**src/hw/rtl/tsto_pkg.sv**
```systemverilog
// ----------------------------------------------------------------------------
// TCP SYN timeout tracker package
// Shared constants, codes and item types of the tracker.
// ----------------------------------------------------------------------------
`default_nettype none

package tsto_pkg;

    localparam int ATTEMPT_ENTRIES = 32;
    localparam int FAILURE_ENTRIES = 64;
    localparam int ATT_IW  = (ATTEMPT_ENTRIES > 1) ? $clog2(ATTEMPT_ENTRIES) : 1;
    localparam int FAIL_IW = (FAILURE_ENTRIES > 1) ? $clog2(FAILURE_ENTRIES) : 1;
    localparam int FAIL_W  = 96;

    localparam logic [3:0] LINEAR_RESET = 4'd4;
    localparam logic [3:0] SPAN_RESET   = 4'd6;
    localparam logic [31:0] LINEAR_DELAY = 32'd2;

    localparam logic [0:0] REG_LINEAR = 1'b0;
    localparam logic [0:0] REG_SPAN   = 1'b1;

    localparam logic [1:0] CMD_SYN    = 2'd0;
    localparam logic [1:0] CMD_REMOVE = 2'd1;
    localparam logic [1:0] CMD_TICK   = 2'd2;
    localparam logic [1:0] CMD_NONE   = 2'd3;

    localparam logic [2:0] KIND_ADDED     = 3'd0;
    localparam logic [2:0] KIND_RETRY     = 3'd1;
    localparam logic [2:0] KIND_REMOVED   = 3'd2;
    localparam logic [2:0] KIND_NOT_FOUND = 3'd3;
    localparam logic [2:0] KIND_FULL      = 3'd4;
    localparam logic [2:0] KIND_TIMEOUT   = 3'd5;
    localparam logic [2:0] KIND_TICK_DONE = 3'd6;

    typedef struct packed {
        logic [1:0]  cmd;
        logic [31:0] src;
        logic [31:0] dst;
        logic [15:0] sport;
        logic [15:0] dport;
    } item_t;

    typedef struct packed {
        logic [2:0]  kind;
        logic [31:0] src;
        logic [31:0] dst;
        logic [15:0] sport;
        logic [15:0] dport;
        logic [15:0] total;
        logic [7:0]  retry;
        logic        ffull;
        logic        last;
    } result_t;

endpackage

`default_nettype wire

```
**src/hw/rtl/tsto_front.sv**
```systemverilog
// ----------------------------------------------------------------------------
// Tracker front end
// Accepts input beats, drops unknown commands and queues the rest.
// ----------------------------------------------------------------------------
`default_nettype none

module tsto_front (
    input  wire logic           aclk,
    input  wire logic           aresetn,
    input  wire logic           in_valid,
    output logic                in_ready,
    input  wire tsto_pkg::item_t in_item,
    output logic                q_valid,
    input  wire logic           q_ready,
    output tsto_pkg::item_t     q_item
);

    tsto_pkg::item_t slot_reg [2];
    logic       wr_ptr_reg;
    logic       rd_ptr_reg;
    logic [1:0] count_reg;
    logic       push;
    logic       pop;

    assign in_ready = (count_reg != 2'd2);
    assign push     = in_valid && in_ready && (in_item.cmd != tsto_pkg::CMD_NONE);
    assign q_valid  = (count_reg != 2'd0);
    assign pop      = q_valid && q_ready;
    assign q_item   = slot_reg[rd_ptr_reg];

    always_ff @(posedge aclk) begin
        if (!aresetn) begin
            wr_ptr_reg <= 1'b0;
            rd_ptr_reg <= 1'b0;
            count_reg  <= 2'd0;
        end else begin
            if (push) begin
                slot_reg[wr_ptr_reg] <= in_item;
                wr_ptr_reg <= ~wr_ptr_reg;
            end
            if (pop) begin
                rd_ptr_reg <= ~rd_ptr_reg;
            end
            if (push && !pop) begin
                count_reg <= count_reg + 2'd1;
            end else if (pop && !push) begin
                count_reg <= count_reg - 2'd1;
            end
        end
    end

endmodule

`default_nettype wire

```
**config.mk**
```make
export PLATFORM = sky130hd
export DESIGN_NAME = tsto_front
export DESIGN_NICKNAME = d
export VERILOG_FILES = /design/src/hw/rtl/tsto_pkg.sv /design/src/hw/rtl/tsto_front.sv
export SDC_FILE = /design/constraint.sdc
export NUM_CORES = 1
export LEC_CHECK = 0
export BUFFER_PORTS_ARGS = -buffer_cell sky130_fd_sc_hd__buf_2
export CORE_ASPECT_RATIO = 1.1
export CORE_MARGIN = 5
export CORE_UTILIZATION = 45
export CTS_BUF_LIST = sky130_fd_sc_hd__clkbuf_2 sky130_fd_sc_hd__clkbuf_4 sky130_fd_sc_hd__clkbuf_8
export CTS_CLUSTER_DIAMETER = 200
export DETAILED_ROUTE_END_ITERATION = 16
export HOLD_SLACK_MARGIN = 0.02
export PLACE_DENSITY_LB_ADDON = 0.12
export SLEW_MARGIN = 10
export SYNTH_ARGS = -nofsm -noshare
export SYNTH_HDL_FRONTEND = slang
export SYNTH_SLANG_ARGS = --single-unit
```
**constraint.sdc**
```tcl
create_clock -name aclk -period 7.5 [get_ports aclk]
set_input_delay 0.375 -clock aclk [delete_from_list [all_inputs] [get_ports aclk]]
set_output_delay 0.375 -clock aclk [all_outputs]
set_load 0.02 [all_outputs]
```
-- Word-level counts from Yosys, hierarchy flattened
Memory sizes are Yosys's and may differ from the RTL's. A register that Yosys moved wholly into a read port is not among the register bits.
Cells that the tools add are included.
- bits in registers: 4
- memory bits (writable): 196
- bits of input ports: 102
- output and inout port bits: 100
- logic and storage cells: 26
- memories kept: 1
- memory list (name ; words ; width ; rd ports ; clocked after memory_dff ; wr ports ; RTL line ; text):
    slot_reg ; 2 ; 98 ; 1 ; 1 ; 1 ; tsto_front.sv:18 ; tsto_pkg::item_t slot_reg [2];
- add/subtract/negate cells: 2
- eq/ne operators: 2
- mux-type cells: 7
- bitwise logic cells: 2
- reductions and logical operators: 9
- operators with widths (operator ; count):
    logical AND 1 bit ; 5
    two-way mux 1 bit ; 5
    two-way mux 2 bit ; 2
    inequality test 2 bit, second input constant ; 2
    nonzero test 2 bit ; 2
    adder 2 x 1 -> 2 bit, second input constant ; 1
    logical NOT 1 bit ; 2
    NOT 1 bit ; 2
    subtractor 2 x 1 -> 2 bit, second input constant ; 1

-- Longest topological paths before layout
Gate-level depths: netlist of the first run.
- depth after elaboration: 7
- gate-level depth with buffers: 6
- depth with buffers taken out: 6

-- Least setup slack after synthesis of the first run
Ideal clock, no wire load.
- path kind: reg2reg
- start point: register count_reg[0]
- end point: memory slot_reg[0][0] (netlist name), enable pin
- setup time: 556 ps
- arrival time: 4892 ps
- required time: 6944 ps
- setup slack: 2052 ps
- stages on the path, launching flop included: 4
- buffers on the path: 0
- period minus slack after synthesis: 5448 ps
- cells stage by stage: dfxtp_1 > nand2b_1 > nand4_1 > nor2_1
- longest elaborated chain between the ends: 6
- ends and longest elaborated chain (what ; RTL line ; text):
    start: declaration ; tsto_front.sv:21 ; logic [1:0] count_reg;
    start signal: assignment ; tsto_front.sv:45 ; count_reg <= count_reg + 2'd1;
    start signal: assignment ; tsto_front.sv:47 ; count_reg <= count_reg - 2'd1;
    inequality test 2 bit ; tsto_front.sv:25 ; assign in_ready = (count_reg != 2'd2);
    via in_ready ; tsto_front.sv:11 ; output logic in_ready,
    logical AND 1 bit (2 in a row) ; tsto_front.sv:26 ; assign push = in_valid && in_ready && (in_item.cmd != tsto_pkg::CMD_NONE);
    two-way mux 1 bit ; tsto_front.sv:37 ; if (push) begin
    two-way mux 1 bit ; tsto_front.sv:32 ; if (!aresetn) begin
    two-way mux 1 bit (not written as such) ; tsto_front.sv:38 ; slot_reg[wr_ptr_reg] <= in_item;
    end: declaration ; tsto_front.sv:18 ;
The timed path passes the listed nets, and every way through them passes these cells.

==> results of run 1 <==
==> area by class of cell <==
cell class	count	area, um^2	share of cell area
well taps	204	255	0.0277
flip-flops and latches	201	5990	0.649
multi-input cells	118	1320	0.143
clock buffers	48	592	0.0641
repair buffers	205	1040	0.112
clock inverters	9	36.3	0.00393
==> worst max-delay path, stage by stage (launching register included) <==
cell and delay [ns]:
dfxtp_4 0.81, buf_4 0.71, mux2_2 0.44, buf_2 0.17
==> cells in the mapped netlist <==
library cell,number,area [um^2]
ha_1,1,12.5
and3_1,2,12.5
buf_6,4,45.0
buf_2,7,35.0
o22ai_1,1,6.26
xor2_1,1,8.76
or2_2,1,6.26
mux2_4,20,300
a21boi_1,1,7.51
mux2_2,78,878
nor2_1,1,3.75
and2_1,3,18.8
nand4_1,1,6.26
xnor2_1,2,17.5
nand2b_1,1,6.26
edfxtp_1,196,5890
nand2_1,2,7.51
o21ai_1,1,5.00
or3_1,1,6.26
dfxtp_1,5,100
o21ai_0,1,5.00
==> per-stage QoR <==
stage               total power (uW)  setup slack, ns  instance area, um^2  hold slack [ns]  instances
floorplan                       1910             2.05                 7370            0.468        330
global placement                2110             4.94                 8600            0.500        728
detailed placement              2120             4.93                 8600            0.502        728
CTS                             3040             4.38                 9230           0.0285        785
global route                    3140             4.31                 9230           0.0302        785
finish                          2980             4.50                 9230           0.0678        785
==> layer usage <==
metal | vias to the layer above | wire length (um) | share of wire | track usage
met5 | - | 11 | 0.00079 | 0
met4 | 2 | 293 | 0.021 | 0.0547
met3 | 25 | 1340 | 0.096 | 0.0654
met2 | 140 | 7110 | 0.51 | 0.243
met1 | 1803 | 5230 | 0.37 | 0.159
li1 | 1781 | - | - | -
==> power groups by stage <==
| stage | logic [uW] | clock network, uW | registers [uW] |
|---|---|---|---|
| 2_1_floorplan | 543 | 0 | 1370 |
| 3_3_place_gp | 710 | 0 | 1410 |
| 3_5_place_dp | 714 | 0 | 1410 |
| 4_1_cts | 717 | 934 | 1390 |
| 5_1_grt | 751 | 992 | 1390 |
| 6_report | 702 | 897 | 1380 |
==> worst max path at each step <==
stage / start / endpoint / slack [ns]
4_1_cts: register / q_item[53] / 4.38
3_5_place_dp: register / q_item[53] / 4.93
2_1_floorplan: count_reg[0]$_SDFFE_PN0P_ / slot_reg[0][0]$_DFFE_PP_ / 2.05
6_report: register / q_item[53] / 4.50
3_3_place_gp: in_item[96] / slot_reg[1][24]$_DFFE_PP_ / 4.94
5_1_grt: register / q_item[53] / 4.31
==> cell families after synthesis <==
group / synth area share
multiplexers: 0.160
XOR/XNOR: 0.00356
flip-flops: 0.812
buffers and inverters: 0.0109
adder cells (fa/ha/maj): 0.00170
AND/OR/NAND/NOR: 0.00916
AO/OA/AOI/OAI: 0.00322
==> key figures, run 1 <==
Route
  – Antenna Nets Post-Route: 0
  – DRC: 0
  – Via density: 4.78
  – Final wirelength: 14.0 mm
  – DRT Pass-1 Iters: 4
  – Via Count: 3,751
  – Drt wl/cell: 17.8 um
  – Drt first-iter violations: 187

Finish
  – Fillers: 1,314
  – Area grow syn2layout: 25.2%
  – N_diodes: 0
  – Final core occ: 0.568
  – Share of cells above drive strength 1: 0.614
  – Most frequent cells in the layout: buf_2 (201), edfxtp_1 (196), mux2_2 (78)
  – Most common cell after layout, fill and taps aside: buf_2
  – Max reg flops: 196
  – Nets: 663

Power and ir drop
  – Seq pwr share: 0.464
  – Clock power frac: 0.301
  – Comb power frac: 0.235
  – Sw Ratio: 0.284
  – PwrDens: 323 mW/mm^2
  – Worst-case vdd ir drop: 0.224 mV
  – P_sw: 846 uW
  – Internal power: 2140 uW
  – Leakage: 0.00346 uW

STA
  – Rel. slew slack: 0.498
  – Slew @ Worst Pin: 0.753 ns
  – TNS Setup: 0 ns
  – Final hold violation count: 0
  – Post-route clock skew: 0.00568 ns
  – Fmax achieved: 334 MHz
  – Setup violators final: 0
  – Max-slew violation count: 0
  – RSZ-0062 raised after global routing: false
  – Min Tclk post-route: 3.00 ns
  – Final worst path period share: 0.400

Floorplan
  – Starting utilization of the core area: 0.454
  – Full die area: 0.0191 mm^2
  – Row count: 49
  – Chip Height: 144 um
  – Core Footprint: 0.0162 mm^2
  – I/O Pins: 202
  – Die width: 132 um

Placed design
  – Post-DP HPWL: 9.25 mm
  – GPL Wtd Cong: 0.683
  – Input/output buffers: 201

GRT
  – Grt ovf: 0
  – Largest net degree at the start of global routing: 54
  – First-pass GRT wire length: 21.4 mm
  – Vias in the first global route: 4,196
  – Global Route Usage Sum: 0.143
  – Initial antenna violation count: 1

Synthesis
  – Post-Syn Nets: 433
  – Sequential fraction of the synthesis area: 0.812
  – #FFs+latches synth: 201
  – Post-Syn Area: 0.00737 mm^2
  – Cell count after synthesis: 330
  – Netlist cell types: 21
  – Mapped Avg Cell Area: 22.3 um^2
  – Warnings, synthesis: 0

Job
  – Max-cap violations: 0

Min path
  – Worst Hold Class: in2reg
  – Hold EP: slot_reg[1][13]$_DFFE_PP_
  – Hold depth: 1
  – Min-delay src: in_item[13]

Clock tree
  – CTS tree: built
  – Clock Tree Buf Depth: 3
  – Hold Buf Count CTS: 0
  – Skew-Pair Late Insertion Delay: 0.49 ns
  – Htree depth: 2
  – Postcts setup bufs: 0
  – Reg clk slew, reported paths: 0.06 ns
  – Clock sinks: 201
  – Root buffer cell: clkbuf_8
  – Post-CTS Resized: 0
  – CTS Buf Count: 34

Setup path
  – Worst Setup Path Type: reg2out
  – Critical Path RT: 7.12 ns
  – RR Endpoint: slot_reg[1][20]$_DFFE_PP_
  – CP arrival: 2.62 ns
  – Startpoint types: register
  – CP Capture Type: primary output
  – Reg2reg start: count_reg[0]$_SDFFE_PN0P_
  – FF-to-FF setup slack: 4.98 ns
  – Crit Path Max Fanout: 53
  – Reg2reg path depth: 4

Outcome
  – Outcome: completed
No activity file was read; power rests on OpenSTA's default activity.
==> inputs of run 2 (changes only) <==
--- a/config.mk
+++ b/config.mk
@@ -5,6 +5,7 @@
 export SDC_FILE = /design/constraint.sdc
 export NUM_CORES = 1
 export LEC_CHECK = 0
+export ABC_AREA = 1
 export BUFFER_PORTS_ARGS = -buffer_cell sky130_fd_sc_hd__buf_2
 export CORE_ASPECT_RATIO = 1.1
 export CORE_MARGIN = 5
==> constraint.sdc (replaced) <==
create_clock -name aclk -period 3.01 [get_ports aclk]
set_input_delay 0.1505 -clock aclk [delete_from_list [all_inputs] [get_ports aclk]]
set_output_delay 0.1505 -clock aclk [all_outputs]
set_load 0.02 [all_outputs]
==> key figures, run 2 <==
Outcome
  – Outcome: completed

Route
  – Via density: 4.66
  – Via Count: 4,195
  – Final wirelength: 15.0 mm
  – DRT Pass-1 Iters: 4
  – Drt first-iter violations: 211
  – DRC: 0
  – Drt wl/cell: 16.7 um
  – Antenna Nets Post-Route: 0

Min path
  – Min-delay src: in_valid
  – Hold depth: 3
  – Hold EP: wr_ptr_reg$_SDFFE_PN0P_
  – Worst Hold Class: in2reg

Floorplan
  – Core Footprint: 0.0162 mm^2
  – Starting utilization of the core area: 0.455
  – I/O Pins: 202
  – Die width: 132 um
  – Row count: 49
  – Chip Height: 144 um
  – Full die area: 0.0191 mm^2

Clock tree
  – Hold Buf Count CTS: 102
  – Postcts setup bufs: 0
  – Clock Tree Buf Depth: 3
  – Skew-Pair Late Insertion Delay: 0.53 ns
  – Root buffer cell: clkbuf_8
  – CTS tree: built
  – Clock sinks: 201
  – Post-CTS Resized: 0
  – CTS Buf Count: 31
  – Reg clk slew, reported paths: 0.06 ns
  – Htree depth: 1

Finish
  – Finished Layout Cells: 900
  – Area grow syn2layout: 39.1%
  – Share of cells above drive strength 1: 0.510
  – Most common cell after layout, fill and taps aside: buf_2
  – Fillers: 1,212
  – Nets: 778
  – Most frequent cells in the layout: buf_2 (201), edfxtp_1 (196), dlygate4sd3_1 (102)
  – Max reg flops: 196
  – N_diodes: 0

Setup path
  – Reg2reg path depth: 6
  – FF-to-FF setup slack: 1.08 ns
  – Crit Path Max Fanout: 38
  – CP Capture Type: primary output
  – Startpoint types: register
  – CP arrival: 2.19 ns
  – Critical Path RT: 2.86 ns
  – Reg2reg start: count_reg[1]$_SDFFE_PN0P_
  – Worst Setup Path Type: reg2out

STA
  – Fmax achieved: 428 MHz
  – Final worst path period share: 0.777
  – Final hold violation count: 0
  – RSZ-0062 raised after global routing: false
  – Slew @ Worst Pin: 0.560 ns
  – Post-route clock skew: 0.0184 ns
  – Rel. slew slack: 0.627
  – Max-slew violation count: 0
  – Setup violators final: 0
  – Min Tclk post-route: 2.34 ns
  – Fin Hold WS: 0.198 ns
  – TNS Setup: 0 ns

Power and ir drop
  – Leakage: 0.00392 uW
  – PwrDens: 693 mW/mm^2
  – Worst-case vdd ir drop: 0.397 mV

GRT
  – Global Route Usage Sum: 0.152
  – Largest net degree at the start of global routing: 67
  – Grt peak-use layer: met2
  – Initial antenna violation count: 0
  – Grt ovf: 0
  – First-pass GRT wire length: 23.2 mm
  – Met3 usage: 0.0445
  – Met2 usage: 0.276
  – Met1 global-route usage: 0.173
  – Vias in the first global route: 4,634

Synthesis
  – #FFs+latches synth: 201
  – Netlist cell types: 15
  – FFs w/ async S/R, synth: 0
  – Most common cell in the netlist: edfxtp_1
  – Primary FF master, synth: edfxtp_1
  – Mapped Avg Cell Area: 21.5 um^2
  – Leading area contributor after synthesis: edfxtp_1
  – Post-Syn Nets: 447
  – Post-synth top cells: edfxtp_1 (196), mux2_2 (78), mux2_4 (20)
  – Cell count after synthesis: 344
  – Post-Syn Area: 0.00739 mm^2
  – Synth top area share: 0.796
  – Top cells by area, synth: edfxtp_1 (80%), mux2_2 (12%), mux2_4 (4.1%)
  – Warnings, synthesis: 0
  – Sequential fraction of the synthesis area: 0.809
  – Number of synthesized flops with an enable pin: 196

Job
  – Max-cap violations: 0

Placed design
  – Placed insts: 744
  – Post-DP HPWL: 9.57 mm
  – GPL Wtd Cong: 0.718
  – Input/output buffers: 201
[run 2: logic make-up after synthesis]
kind of cell               count (synthesis)  share of synthesized area
DFF                                      201                      0.809
adders and majority gates                  1                    0.00169
muxes                                     98                      0.159
and+or+nand+nor                           21                     0.0115
buffers and inverters                     19                     0.0149
AOI/OAI and AO/OA                          4                    0.00305
[run 2: worst max-delay path by stage]
stage                                    from                       end  slack, ns  depth (start not counted)
floorplan           count_reg[0]$_SDFFE_PN0P_  slot_reg[0][0]$_DFFE_PP_      -0.79                          4
global placement                     register                 q_item[8]       1.22                          3
detailed placement                   register                q_item[47]       1.20                          3
CTS                                  register                q_item[47]       0.61                          3
global route                         register                q_item[49]       0.52                          3
finish                               register                q_item[49]       0.67                          3
[run 2: metal layers]
layer / wire length (um) / up-vias / part of all wire
li1: - / 2013 / -
met1: 5730 / 2019 / 0.38
met2: 8060 / 137 / 0.54
met3: 959 / 26 / 0.064
met4: 272 / 0 / 0.018
met5: 0 / - / 0
[run 2: where the power goes]
| group | switching (uW) | total, uW | leakage (uW) | internal (uW) |
|---|---|---|---|---|
| combinational | 873 | 1600 | 0.00178 | 728 |
| sequential | 106 | 3390 | 0.00183 | 3290 |
| clock | 940 | 2130 | 0.000316 | 1190 |
[run 2: stage by stage]
stage / setup slack, ns / utilization / total power [uW] / instance area (um^2)
detailed placement: 1.20 / 0.534 / 4960 / 8680
floorplan: -0.791 / - / 4490 / 7400
finish: 0.671 / 0.633 / 7130 / 10300
CTS: 0.613 / 0.633 / 7220 / 10300
global placement: 1.22 / 0.534 / 4940 / 8680
global route: 0.524 / 0.633 / 7480 / 10300
[run 2: final cells by class]
class / instances / area [um^2] / area share
inverter: 8 / 30.0 / 0.00292
sequential: 201 / 5990 / 0.582
clock buffer: 44 / 524 / 0.0510
timing repair buffer: 309 / 2110 / 0.205
tap: 204 / 255 / 0.0248
multi-input combinational: 124 / 1310 / 0.128
clock inverter: 10 / 66.3 / 0.00645
[run 2: critical path: stages (launching register included)]
cell and delay (ns):
dfxtp_4 0.70, buf_4 0.39, mux2_2 0.37, buf_2 0.16
